### src/hw/rtl/fple_pkg.sv
// ----------------------------------------------------------------------------
// Fuel-per-lap estimator package
// Shared widths, payload types, register indexes and the command and status
// types that join the controller and the datapath.
// ----------------------------------------------------------------------------
package fple_pkg;

	localparam int FUEL_BITS  = 20;
	localparam int SPEED_W    = 13;
	localparam int LAP_W      = 16;
	localparam int INST_W     = 28;
	localparam int USE_W      = 20;
	localparam int LEFT_W     = 16;
	localparam int WEIGHT_W   = 9;
	localparam int RATE_W     = 8;
	localparam int FRAC_W     = 8;
	localparam int SAT_SH     = LEFT_W - FRAC_W;
	localparam int CFG_IDX_W  = 2;
	localparam int CFG_DATA_W = 13;

	localparam int MUL_A_W = FUEL_BITS;
	localparam int MUL_B_W = WEIGHT_W;
	localparam int PROD_W  = MUL_A_W + MUL_B_W;

	localparam int DIV_STEPS = LEFT_W;
	localparam int CNT_W     = $clog2(DIV_STEPS);

	localparam logic [WEIGHT_W-1:0]   WEIGHT_ONE    = WEIGHT_W'(256);
	localparam logic [WEIGHT_W-1:0]   EMA_WEIGHT_RST = WEIGHT_W'(77);
	localparam logic [SPEED_W-1:0]    PIT_SPEED_RST = SPEED_W'(80);
	localparam logic [RATE_W-1:0]     RATE_RST      = RATE_W'(60);
	localparam logic [PROD_W:0]       EMA_ROUND     = (PROD_W + 1)'(128);

	localparam logic [CFG_IDX_W-1:0] CFG_EMA_WEIGHT     = 2'd0;
	localparam logic [CFG_IDX_W-1:0] CFG_PIT_EXIT_SPEED = 2'd1;
	localparam logic [CFG_IDX_W-1:0] CFG_SAMPLE_RATE    = 2'd2;

	// Multiplier operand selection.
	localparam logic [1:0] MUL_DROP = 2'd0;
	localparam logic [1:0] MUL_AVG  = 2'd1;
	localparam logic [1:0] MUL_LAP  = 2'd2;

	// Datapath operations.
	localparam logic [3:0] OP_NONE      = 4'd0;
	localparam logic [3:0] OP_FIRST     = 4'd1;
	localparam logic [3:0] OP_REFUEL    = 4'd2;
	localparam logic [3:0] OP_PIT_EXIT  = 4'd3;
	localparam logic [3:0] OP_LAP_SEED  = 4'd4;
	localparam logic [3:0] OP_LAP_CLOSE = 4'd5;
	localparam logic [3:0] OP_EMA_ACC   = 4'd6;
	localparam logic [3:0] OP_EMA_DONE  = 4'd7;
	localparam logic [3:0] OP_LEFT_ZERO = 4'd8;
	localparam logic [3:0] OP_LEFT_SAT  = 4'd9;
	localparam logic [3:0] OP_DIV_INIT  = 4'd10;
	localparam logic [3:0] OP_DIV_STEP  = 4'd11;

	typedef struct packed {
		logic [FUEL_BITS-1:0] fuel_level;
		logic [SPEED_W-1:0]   speed;
		logic [LAP_W-1:0]     lap_number;
	} sample_t;

	typedef struct packed {
		logic [INST_W-1:0] instant_use;
		logic [USE_W-1:0]  lap_use;
		logic [LEFT_W-1:0] laps_left;
		logic              laps_known;
		logic              refuelling;
	} result_t;

	typedef struct packed {
		logic       in_load;
		logic [3:0] op;
		logic [1:0] mul_sel;
		logic       inst_take;
		logic       out_load;
	} cmd_t;

	typedef struct packed {
		logic primed;
		logic fuel_rise;
		logic pit_exit;
		logic new_lap;
		logic lap_drop;
		logic avg_nz;
		logic lap_sat;
		logic out_free;
	} status_t;

endpackage

### src/hw/rtl/fple_sample_if.sv
// ----------------------------------------------------------------------------
// Sample channel
// Valid/ready channel that carries one telemetry sample per request.
// ----------------------------------------------------------------------------
interface fple_sample_if import fple_pkg::*; ();
	logic    valid;
	logic    ready;
	sample_t data;

	modport source(output valid, output data, input ready);
	modport sink(input valid, input data, output ready);
endinterface

### src/hw/rtl/fple_result_if.sv
// ----------------------------------------------------------------------------
// Result channel
// Valid/ready channel that carries one estimate per request.
// ----------------------------------------------------------------------------
interface fple_result_if import fple_pkg::*; ();
	logic    valid;
	logic    ready;
	result_t data;

	modport source(output valid, output data, input ready);
	modport sink(input valid, input data, output ready);
endinterface

### src/hw/rtl/fuel_per_lap_estimator.sv
// ----------------------------------------------------------------------------
// Fuel-per-lap estimator
// Instantaneous fuel use, averaged use per lap and laps of fuel left from
// a stream of telemetry samples.
//
//   Channel   Dir   Payload                                          Request
//   sample    in    fuel_level, speed, lap_number                    valid & ready
//   result    out   instant_use, lap_use, laps_left, laps_known,     valid & ready
//                   refuelling
//   cfg       in    cfg_index, cfg_data                              cfg_we
//
// A sample is taken only while the controller is idle. A normal sample goes
// through check, instant use, divide check, the 16-step laps-left divider and
// emit, plus the average states on an average update. The first sample and a
// refuel sample go straight to emit; a sample with no average or a saturated
// result skips the divider. One finished result waits in the output register
// while the next sample is processed; a stalled result only holds back the
// one after it. Reset is asynchronous and needs no clearing pass.
// ----------------------------------------------------------------------------
module fuel_per_lap_estimator import fple_pkg::*; (
	input  logic                  clk,
	input  logic                  arst_n,
	fple_sample_if.sink           sample,
	fple_result_if.source         result,
	input  logic                  cfg_we,
	input  logic [CFG_IDX_W-1:0]  cfg_index,
	input  logic [CFG_DATA_W-1:0] cfg_data
);

	cmd_t    cmd;
	status_t st;

	fple_ctrl u_ctrl (
		.clk      (clk),
		.arst_n   (arst_n),
		.in_valid (sample.valid),
		.in_ready (sample.ready),
		.st       (st),
		.cmd      (cmd)
	);

	fple_dp u_dp (
		.clk       (clk),
		.arst_n    (arst_n),
		.cmd       (cmd),
		.st        (st),
		.in_data   (sample.data),
		.cfg_we    (cfg_we),
		.cfg_index (cfg_index),
		.cfg_data  (cfg_data),
		.out_data  (result.data),
		.out_valid (result.valid),
		.out_ready (result.ready)
	);

endmodule

### src/hw/rtl/fple_ctrl.sv
// ----------------------------------------------------------------------------
// Estimator controller
// Sequences one sample through the check, multiply, average and divide steps
// and issues one datapath operation per cycle.
// ----------------------------------------------------------------------------
module fple_ctrl import fple_pkg::*; (
	input  logic    clk,
	input  logic    arst_n,
	input  logic    in_valid,
	output logic    in_ready,
	input  status_t st,
	output cmd_t    cmd
);

	localparam logic [2:0] S_IDLE   = 3'd0;
	localparam logic [2:0] S_CHECK  = 3'd1;
	localparam logic [2:0] S_INST   = 3'd2;
	localparam logic [2:0] S_EMA1   = 3'd3;
	localparam logic [2:0] S_EMA2   = 3'd4;
	localparam logic [2:0] S_DIVCHK = 3'd5;
	localparam logic [2:0] S_DIV    = 3'd6;
	localparam logic [2:0] S_EMIT   = 3'd7;

	logic [2:0]       state_q;
	logic [2:0]       state_nxt;
	logic [CNT_W-1:0] cnt_q;
	logic [CNT_W-1:0] cnt_nxt;

	assign in_ready = (state_q == S_IDLE);

	always_comb begin
		state_nxt     = state_q;
		cnt_nxt       = cnt_q;
		cmd.in_load   = 1'b0;
		cmd.op        = OP_NONE;
		cmd.mul_sel   = MUL_DROP;
		cmd.inst_take = 1'b0;
		cmd.out_load  = 1'b0;
		case (state_q)
			S_IDLE: begin
				if (in_valid) begin
					cmd.in_load = 1'b1;
					state_nxt   = S_CHECK;
				end
			end
			S_CHECK: begin
				cmd.mul_sel = MUL_DROP;
				if (!st.primed) begin
					cmd.op    = OP_FIRST;
					state_nxt = S_EMIT;
				end else if (st.fuel_rise) begin
					cmd.op    = OP_REFUEL;
					state_nxt = S_EMIT;
				end else begin
					cmd.op    = st.pit_exit ? OP_PIT_EXIT : OP_NONE;
					state_nxt = S_INST;
				end
			end
			S_INST: begin
				cmd.inst_take = 1'b1;
				cmd.mul_sel   = MUL_AVG;
				if (st.new_lap && st.lap_drop && st.avg_nz) begin
					state_nxt = S_EMA1;
				end else begin
					if (st.new_lap) begin
						cmd.op = st.lap_drop ? OP_LAP_SEED : OP_LAP_CLOSE;
					end
					state_nxt = S_DIVCHK;
				end
			end
			S_EMA1: begin
				cmd.op      = OP_EMA_ACC;
				cmd.mul_sel = MUL_LAP;
				state_nxt   = S_EMA2;
			end
			S_EMA2: begin
				cmd.op    = OP_EMA_DONE;
				state_nxt = S_DIVCHK;
			end
			S_DIVCHK: begin
				if (!st.avg_nz) begin
					cmd.op    = OP_LEFT_ZERO;
					state_nxt = S_EMIT;
				end else if (st.lap_sat) begin
					cmd.op    = OP_LEFT_SAT;
					state_nxt = S_EMIT;
				end else begin
					cmd.op    = OP_DIV_INIT;
					cnt_nxt   = CNT_W'(DIV_STEPS - 1);
					state_nxt = S_DIV;
				end
			end
			S_DIV: begin
				cmd.op = OP_DIV_STEP;
				if (cnt_q == '0) begin
					state_nxt = S_EMIT;
				end else begin
					cnt_nxt = cnt_q - 1'b1;
				end
			end
			S_EMIT: begin
				if (st.out_free) begin
					cmd.out_load = 1'b1;
					state_nxt    = S_IDLE;
				end
			end
			default: begin
				state_nxt = S_IDLE;
			end
		endcase
	end

	always_ff @(posedge clk or negedge arst_n) begin
		if (!arst_n) begin
			state_q <= S_IDLE;
			cnt_q   <= '0;
		end else begin
			state_q <= state_nxt;
			cnt_q   <= cnt_nxt;
		end
	end

endmodule

### src/hw/rtl/fple_dp.sv
// ----------------------------------------------------------------------------
// Estimator datapath
// Configuration and tracking registers, a shared 20x9 multiplier, the lap
// average update, a radix-2 divider for laps left and the result register.
// ----------------------------------------------------------------------------
module fple_dp import fple_pkg::*; (
	input  logic                  clk,
	input  logic                  arst_n,
	input  cmd_t                  cmd,
	output status_t               st,
	input  sample_t               in_data,
	input  logic                  cfg_we,
	input  logic [CFG_IDX_W-1:0]  cfg_index,
	input  logic [CFG_DATA_W-1:0] cfg_data,
	output result_t               out_data,
	output logic                  out_valid,
	input  logic                  out_ready
);

	logic [WEIGHT_W-1:0]  ema_weight_q;
	logic [SPEED_W-1:0]   pit_speed_q;
	logic [RATE_W-1:0]    rate_q;

	logic [FUEL_BITS-1:0] fuel_q;
	logic [SPEED_W-1:0]   speed_q;
	logic [LAP_W-1:0]     lap_q;

	logic                 primed_q;
	logic [FUEL_BITS-1:0] last_fuel_q;
	logic [FUEL_BITS-1:0] lap_start_q;
	logic [LAP_W-1:0]     last_lap_q;
	logic                 refuel_q;
	logic [FUEL_BITS-1:0] avg_q;
	logic [LEFT_W-1:0]    left_q;
	logic                 known_q;

	logic [PROD_W-1:0]    prod_q;
	logic [PROD_W-1:0]    acc_q;
	logic [INST_W-1:0]    inst_q;
	logic [FUEL_BITS-1:0] rem_q;
	logic [LEFT_W-1:0]    dvd_q;
	result_t              out_q;
	logic                 out_valid_q;

	logic [FUEL_BITS-1:0] drop;
	logic [FUEL_BITS-1:0] lap_d;
	logic [WEIGHT_W-1:0]  w_clamp;
	logic [WEIGHT_W-1:0]  w_inv;
	logic [MUL_A_W-1:0]   mul_a;
	logic [MUL_B_W-1:0]   mul_b;
	logic [PROD_W:0]      ema_sum;
	logic [FUEL_BITS-1:0] avg_new;
	logic [FUEL_BITS:0]   trial;
	logic [FUEL_BITS:0]   diff;
	logic                 fits;

	assign drop    = last_fuel_q - fuel_q;
	assign lap_d   = lap_start_q - fuel_q;
	assign w_clamp = (ema_weight_q > WEIGHT_ONE) ? WEIGHT_ONE : ema_weight_q;
	assign w_inv   = WEIGHT_ONE - w_clamp;

	always_comb begin
		case (cmd.mul_sel)
			MUL_DROP: begin
				mul_a = drop;
				mul_b = MUL_B_W'(rate_q);
			end
			MUL_AVG: begin
				mul_a = avg_q;
				mul_b = w_inv;
			end
			MUL_LAP: begin
				mul_a = lap_d;
				mul_b = w_clamp;
			end
			default: begin
				mul_a = '0;
				mul_b = '0;
			end
		endcase
	end

	// Weighted sum of the old average and the new lap, rounded half up.
	assign ema_sum = (PROD_W + 1)'(acc_q) + (PROD_W + 1)'(prod_q) + EMA_ROUND;
	assign avg_new = FUEL_BITS'(ema_sum >> FRAC_W);

	// One quotient bit per cycle; the remainder always stays below the average.
	assign trial = {rem_q, dvd_q[LEFT_W-1]};
	assign diff  = trial - {1'b0, avg_q};
	assign fits  = (trial >= {1'b0, avg_q});

	assign st.primed    = primed_q;
	assign st.fuel_rise = (fuel_q > last_fuel_q);
	assign st.pit_exit  = refuel_q && (speed_q > pit_speed_q);
	assign st.new_lap   = (lap_q > last_lap_q);
	assign st.lap_drop  = (lap_start_q > fuel_q);
	assign st.avg_nz    = (avg_q != '0);
	// The quotient overflows 16 bits exactly when fuel >= average * 256.
	assign st.lap_sat   = ((FUEL_BITS + SAT_SH)'(fuel_q) >= {avg_q, SAT_SH'(0)});
	assign st.out_free  = !out_valid_q || out_ready;

	always_ff @(posedge clk or negedge arst_n) begin
		if (!arst_n) begin
			ema_weight_q <= EMA_WEIGHT_RST;
			pit_speed_q  <= PIT_SPEED_RST;
			rate_q       <= RATE_RST;
		end else if (cfg_we) begin
			case (cfg_index)
				CFG_EMA_WEIGHT:     ema_weight_q <= WEIGHT_W'(cfg_data);
				CFG_PIT_EXIT_SPEED: pit_speed_q  <= SPEED_W'(cfg_data);
				CFG_SAMPLE_RATE:    rate_q       <= RATE_W'(cfg_data);
				default: begin
				end
			endcase
		end
	end

	always_ff @(posedge clk or negedge arst_n) begin
		if (!arst_n) begin
			primed_q    <= 1'b0;
			last_fuel_q <= '0;
			lap_start_q <= '0;
			last_lap_q  <= '0;
			refuel_q    <= 1'b0;
			avg_q       <= '0;
			left_q      <= '0;
			known_q     <= 1'b0;
		end else begin
			case (cmd.op)
				OP_FIRST: begin
					primed_q    <= 1'b1;
					last_fuel_q <= fuel_q;
					lap_start_q <= fuel_q;
					last_lap_q  <= lap_q;
					left_q      <= '0;
					known_q     <= 1'b0;
				end
				OP_REFUEL: begin
					refuel_q    <= 1'b1;
					last_fuel_q <= fuel_q;
				end
				OP_PIT_EXIT: begin
					refuel_q    <= 1'b0;
					lap_start_q <= fuel_q;
				end
				OP_LAP_SEED: begin
					avg_q       <= lap_d;
					lap_start_q <= fuel_q;
					last_lap_q  <= lap_q;
				end
				OP_LAP_CLOSE: begin
					lap_start_q <= fuel_q;
					last_lap_q  <= lap_q;
				end
				OP_EMA_DONE: begin
					avg_q       <= avg_new;
					lap_start_q <= fuel_q;
					last_lap_q  <= lap_q;
				end
				OP_LEFT_ZERO: begin
					left_q      <= '0;
					known_q     <= 1'b0;
					last_fuel_q <= fuel_q;
				end
				OP_LEFT_SAT: begin
					left_q      <= '1;
					known_q     <= 1'b1;
					last_fuel_q <= fuel_q;
				end
				OP_DIV_INIT: begin
					left_q      <= '0;
					known_q     <= 1'b1;
					last_fuel_q <= fuel_q;
				end
				OP_DIV_STEP: begin
					left_q <= {left_q[LEFT_W-2:0], fits};
				end
				default: begin
				end
			endcase
		end
	end

	always_ff @(posedge clk) begin
		if (cmd.in_load) begin
			fuel_q  <= in_data.fuel_level;
			speed_q <= in_data.speed;
			lap_q   <= in_data.lap_number;
		end
		prod_q <= PROD_W'(mul_a) * PROD_W'(mul_b);
		if (cmd.inst_take) begin
			inst_q <= INST_W'(prod_q);
		end
		case (cmd.op)
			OP_FIRST, OP_REFUEL: begin
				inst_q <= '0;
			end
			OP_EMA_ACC: begin
				acc_q <= prod_q;
			end
			OP_DIV_INIT: begin
				rem_q <= FUEL_BITS'(fuel_q >> SAT_SH);
				dvd_q <= LEFT_W'({fuel_q, FRAC_W'(0)});
			end
			OP_DIV_STEP: begin
				rem_q <= fits ? diff[FUEL_BITS-1:0] : trial[FUEL_BITS-1:0];
				dvd_q <= dvd_q << 1;
			end
			default: begin
			end
		endcase
		if (cmd.out_load) begin
			out_q.instant_use <= inst_q;
			out_q.lap_use     <= USE_W'(avg_q);
			out_q.laps_left   <= left_q;
			out_q.laps_known  <= known_q;
			out_q.refuelling  <= refuel_q;
		end
	end

	always_ff @(posedge clk or negedge arst_n) begin
		if (!arst_n) begin
			out_valid_q <= 1'b0;
		end else if (cmd.out_load) begin
			out_valid_q <= 1'b1;
		end else if (out_ready) begin
			out_valid_q <= 1'b0;
		end
	end

	assign out_data  = out_q;
	assign out_valid = out_valid_q;

endmodule

### src/flat_wrapper.sv
// flat-port wrapper written by rule: the top's interface ports become plain ports
module fuel_per_lap_estimator_flat import fple_pkg::*;
  (clk, arst_n, cfg_we, cfg_index, cfg_data, sample_valid, sample_data, sample_ready, result_valid, result_data, result_ready);
  fple_sample_if sample_i ();
  fple_result_if result_i ();
  input  logic clk;
  input  logic arst_n;
  input  logic cfg_we;
  input  logic [CFG_IDX_W-1:0] cfg_index;
  input  logic [CFG_DATA_W-1:0] cfg_data;
  input wire logic [$bits(sample_i.valid)-1:0] sample_valid;
  input wire logic [$bits(sample_i.data)-1:0] sample_data;
  output wire logic [$bits(sample_i.ready)-1:0] sample_ready;
  output wire logic [$bits(result_i.valid)-1:0] result_valid;
  output wire logic [$bits(result_i.data)-1:0] result_data;
  input wire logic [$bits(result_i.ready)-1:0] result_ready;
  assign sample_i.valid = sample_valid;
  assign sample_i.data = sample_data;
  assign sample_ready = sample_i.ready;
  assign result_valid = result_i.valid;
  assign result_data = result_i.data;
  assign result_i.ready = result_ready;
  fuel_per_lap_estimator u_core (.clk(clk), .arst_n(arst_n), .sample(sample_i), .result(result_i), .cfg_we(cfg_we), .cfg_index(cfg_index), .cfg_data(cfg_data));
endmodule
### config.mk
export PLATFORM = sky130hd
export DESIGN_NAME = fuel_per_lap_estimator_flat
export DESIGN_NICKNAME = d
export VERILOG_FILES = /design/src/hw/rtl/fple_pkg.sv /design/src/hw/rtl/fple_sample_if.sv /design/src/hw/rtl/fple_result_if.sv /design/src/hw/rtl/fuel_per_lap_estimator.sv /design/src/hw/rtl/fple_ctrl.sv /design/src/hw/rtl/fple_dp.sv /design/src/flat_wrapper.sv
export SDC_FILE = /design/constraint.sdc
export NUM_CORES = 1
export LEC_CHECK = 0
export BUFFER_PORTS_ARGS = -buffer_cell sky130_fd_sc_hd__buf_2
export CORE_MARGIN = 2
export CORE_UTILIZATION = 33
export DETAILED_ROUTE_END_ITERATION = 8
export GPL_TIMING_DRIVEN = 0
export HOLD_SLACK_MARGIN = 0.06
export PLACE_DENSITY = 0.49
export SLEW_MARGIN = 20
export SYNTH_ARGS = -nofsm -noshare
export SYNTH_HDL_FRONTEND = slang
export SYNTH_SLANG_ARGS = --single-unit
export TNS_END_PERCENT = 30
### constraint.sdc
create_clock -name clk -period 21.5 [get_ports clk]
set_input_delay 4.3 -clock clk [delete_from_list [all_inputs] [get_ports clk]]
set_output_delay 4.3 -clock clk [all_outputs]
set_load 0.03 [all_outputs]
==> run_results.csv <==
group,metric,value,unit
detailed_routing,detail_route.wl_per_cell,19.4,um
logic_synthesis,synth_warnings,0,
critical_path,cp-start-kind,"flip-flop",
die,dieArea,0.0742,mm2
sta,drv_slew,0,
critical_path,crit_type,"reg2reg",
logic_synthesis,synth-async-reset-ratio,36.9,%
critical_path,r2r-start,"u_core.u_dp.fuel_q[1]",
logic_synthesis,post_synth_num_cell_types,81,
die,fp.dieH,272,um
logic_synthesis,synthFlopType,"edfxtp_1",
logic_synthesis,synth_common_cells,"inv_1, nand2_1, ha_1, nor2_1, edfxtp_1",
sta,period_share,38.7,%
placement,hpwl,52900,um
clock_network,cts_sinks,360,
detailed_routing,drt_first_pass_iters,7,
logic_synthesis,syn_avg_cell_area,10.3,um2
logic_synthesis,synth_top_area_cell,"edfxtp_1",
critical_path,slowest_stage,"a21oi_1",
sta,skew,0.0480,ns
critical_path,end_kind,"flip-flop",
clock_network,root_buffer,"clkbuf_16",
critical_path,crit_fanout,9,
grt,overflow,0,
sta,finalHoldViolations,0,
run,cap_violations,0,
die,coreArea,0.0714,mm2
clock_network,cts_tree,"built",
finish,multiInputGateArea,0.0130,mm2
finish,nets,2897,
grt,track_usage,18.5,%
grt,grt_max_degree,92,
die,pin_count,137,
finish,area_growth,15.0,%
critical_path,cpPeakStageDelay,0.69,ns
clock_network,cts_setup_buffers,0,
grt,antenna_found_initial,0,
sta,fin_crit,8.33,ns
detailed_routing,drtAntennaViolNets,0,
sta,max_freq,120,MHz
finish,n_antenna_cell,0,
die,die_w,272,um
clock_network,numCtsBuffers,44,
critical_path,worstPathArrival,8.77,ns
finish,fillerInstances,7136,
clock_network,clk_pin_slew,0.06,ns
status,outcome,"finished, final reports clean",
detailed_routing,drt_iter0_markers,1375,
finish,register_area,0.00960,mm2
detailed_routing,via_per_inst,5.10,
logic_synthesis,ys_seq_area_share,40.4,%
clock_network,clk_latency,0.61,ns
clock_network,cts-hold-fix-buffers,0,
grt,grt_pass1_vias,18300,
critical_path,required,21.95,ns
hold_path,min_to,"u_core.u_dp.out_data[46]",
critical_path,r2r_slack,13.17,ns
sta,rsz0062_at_grt,"false",
die,initial_core_util,33.3,%
logic_synthesis,synth.area.top_cells,"edfxtp_1, dfrtp_1, fa_1",
placement,place_congestion,0.916,
sta,worst_pin_slew,0.962,ns
logic_synthesis,syn_nets,2708,
detailed_routing,vias,17800,
logic_synthesis,synth_top_cell_area_share,21.6,%
logic_synthesis,synth_edf_count,171,
sta,setup_viol,0,
grt,grt_pass1_wl,106000,um
logic_synthesis,ys_seq_elements,360,
detailed_routing,wirelength,67500,um
clock_network,cts_resized,0,
sta,finalSetupTns,0,ns
placement,port_buffers,136,
hold_path,min_path_cells,0,
finish,drive_gt1_share,14.4,%
clock_network,h-tree-depth,2,
die,rows,98,
clock_network,clock_path_buffers,3,
detailed_routing,drc,0,
hold_path,hold_start,"u_core.u_dp.inst_q[8]",
logic_synthesis,synth.most_common_cell,"inv_1",
logic_synthesis,synth_area,0.0238,mm2
critical_path,reg2reg_depth,29,
sta,relSlewSlack,35.9,%
hold_path,hp-class,"reg2reg",
critical_path,reg2reg_to,"u_core.u_dp.prod_q[27]",
logic_synthesis,syn_inst,2309,
[worst max-delay path: cells and delay by family (launching register included)]
family          cells  cell delay, ns
buf+inv             4            0.36
simple gates        5            0.79
compound gates     13            3.67
xor+xnor            1            0.15
fa+ha+maj           6            2.71
flops               1            0.49
[kinds of logic (layout without fill, tap and decap cells)]
group / Yosys count / in the layout / share of synthesized area [%]
AND/OR/NAND/NOR: 642 / 642 / 12.5
AO/OA/AOI/OAI: 466 / 466 / 12.6
flip-flops: 360 / 360 / 40.4
adder cells (fa/ha/maj): 330 / 330 / 21.4
buffers and inverters: 328 / 553 / 5.29
multiplexers: 101 / 101 / 4.71
XOR/XNOR: 82 / 82 / 3.02
[how the worst max path moves through the flow]
stage	startpoint	to	depth (start not counted)
after CTS	u_core.u_dp.fuel_q[0]	u_core.u_dp.prod_q[27]	27
after global routing	u_core.u_dp.fuel_q[1]	u_core.u_dp.prod_q[26]	29
final	u_core.u_dp.fuel_q[1]	u_core.u_dp.prod_q[27]	29
after detailed placement	u_core.u_dp.fuel_q[0]	u_core.u_dp.prod_q[27]	27
after floorplan	result_ready	u_core.u_dp.out_data[0]	2
after global placement	result_ready	u_core.u_dp.out_data[60]	3
[registers in the layout, indices dropped and copies added, names as in the netlist, 3 cells and up]
register / cells
u_core.u_dp.out_data: 66
u_core.u_dp.acc_q: 28
u_core.u_dp.inst_q: 28
u_core.u_dp.prod_q: 28
u_core.u_dp.avg_q: 20
u_core.u_dp.fuel_q: 20
u_core.u_dp.lap_start_q: 20
u_core.u_dp.last_fuel_q: 20
u_core.u_dp.rem_q: 20
u_core.u_dp.lap_q: 16
u_core.u_dp.last_lap_q: 16
u_core.u_dp.left_q: 16
u_core.u_dp.pit_speed_q: 13
u_core.u_dp.speed_q: 13
u_core.u_dp.ema_weight_q: 9
u_core.u_dp.dvd_q: 8
u_core.u_dp.rate_q: 8
u_core.u_ctrl.cnt_q: 4
u_core.u_ctrl.state_q: 3
[metal layers]
layer	vias up	routed length [um]	part of all wire, %	track usage, %
met5	-	0	0	0
met4	0	1910	2.8	5.35
met3	93	4470	6.6	3.53
met2	513	30600	45	29.7
met1	8779	30600	45	25.3
li1	8379	-	-	-
[cells in the final DEF, fill, tap and decap left out, types with 17 or more instances in the layout]
cell	count
nor4_1	17
buf_2	147
clkbuf_16	45
o21ai_0	87
dfxtp_1	56
inv_1	264
and2_1	17
nor2_1	180
nand2_1	212
mux2_2	85
fa_1	129
ha_1	201
nand2b_1	38
a211oi_1	35
a21o_1	45
xor2_1	24
edfxtp_1	171
clkbuf_1	47
nor2b_1	25
dfrtp_1	123
xnor2_1	58
a21oi_1	150
nand4_1	17
nor3_1	36
nand3_1	34
and3_1	18
o21a_1	29
[final cells by class]
cell class | count | share of cell area, %
plain buffers | 63 | 0.961
clock buffers | 53 | 4.26
clock inverters | 29 | 1.22
inverters | 265 | 3.64
multi-input cells | 1621 | 47.5
flip-flops and latches | 360 | 35.1
well taps | 950 | 4.35
repair buffers | 143 | 3.00
[per-stage QoR]
stage / setup WS (ns) / utilization (%) / cell area, um2 / hold slack [ns] / instances
after global routing: 12.62 / 38.3 / 27300 / 0.440 / 3484
final: 13.17 / 38.3 / 27300 / 0.428 / 3484
after CTS: 13.27 / 38.3 / 27300 / 0.431 / 3484
after global placement: 11.52 / 35.9 / 25600 / 0.419 / 3395
after floorplan: 13.59 / - / 23800 / 0.408 / 2309
after detailed placement: 13.35 / 36.2 / 25800 / 0.417 / 3402
Power is left out: the tool's default activity adds up to more than one toggle a clock period on the data nets, which glitch-free logic cannot reach.
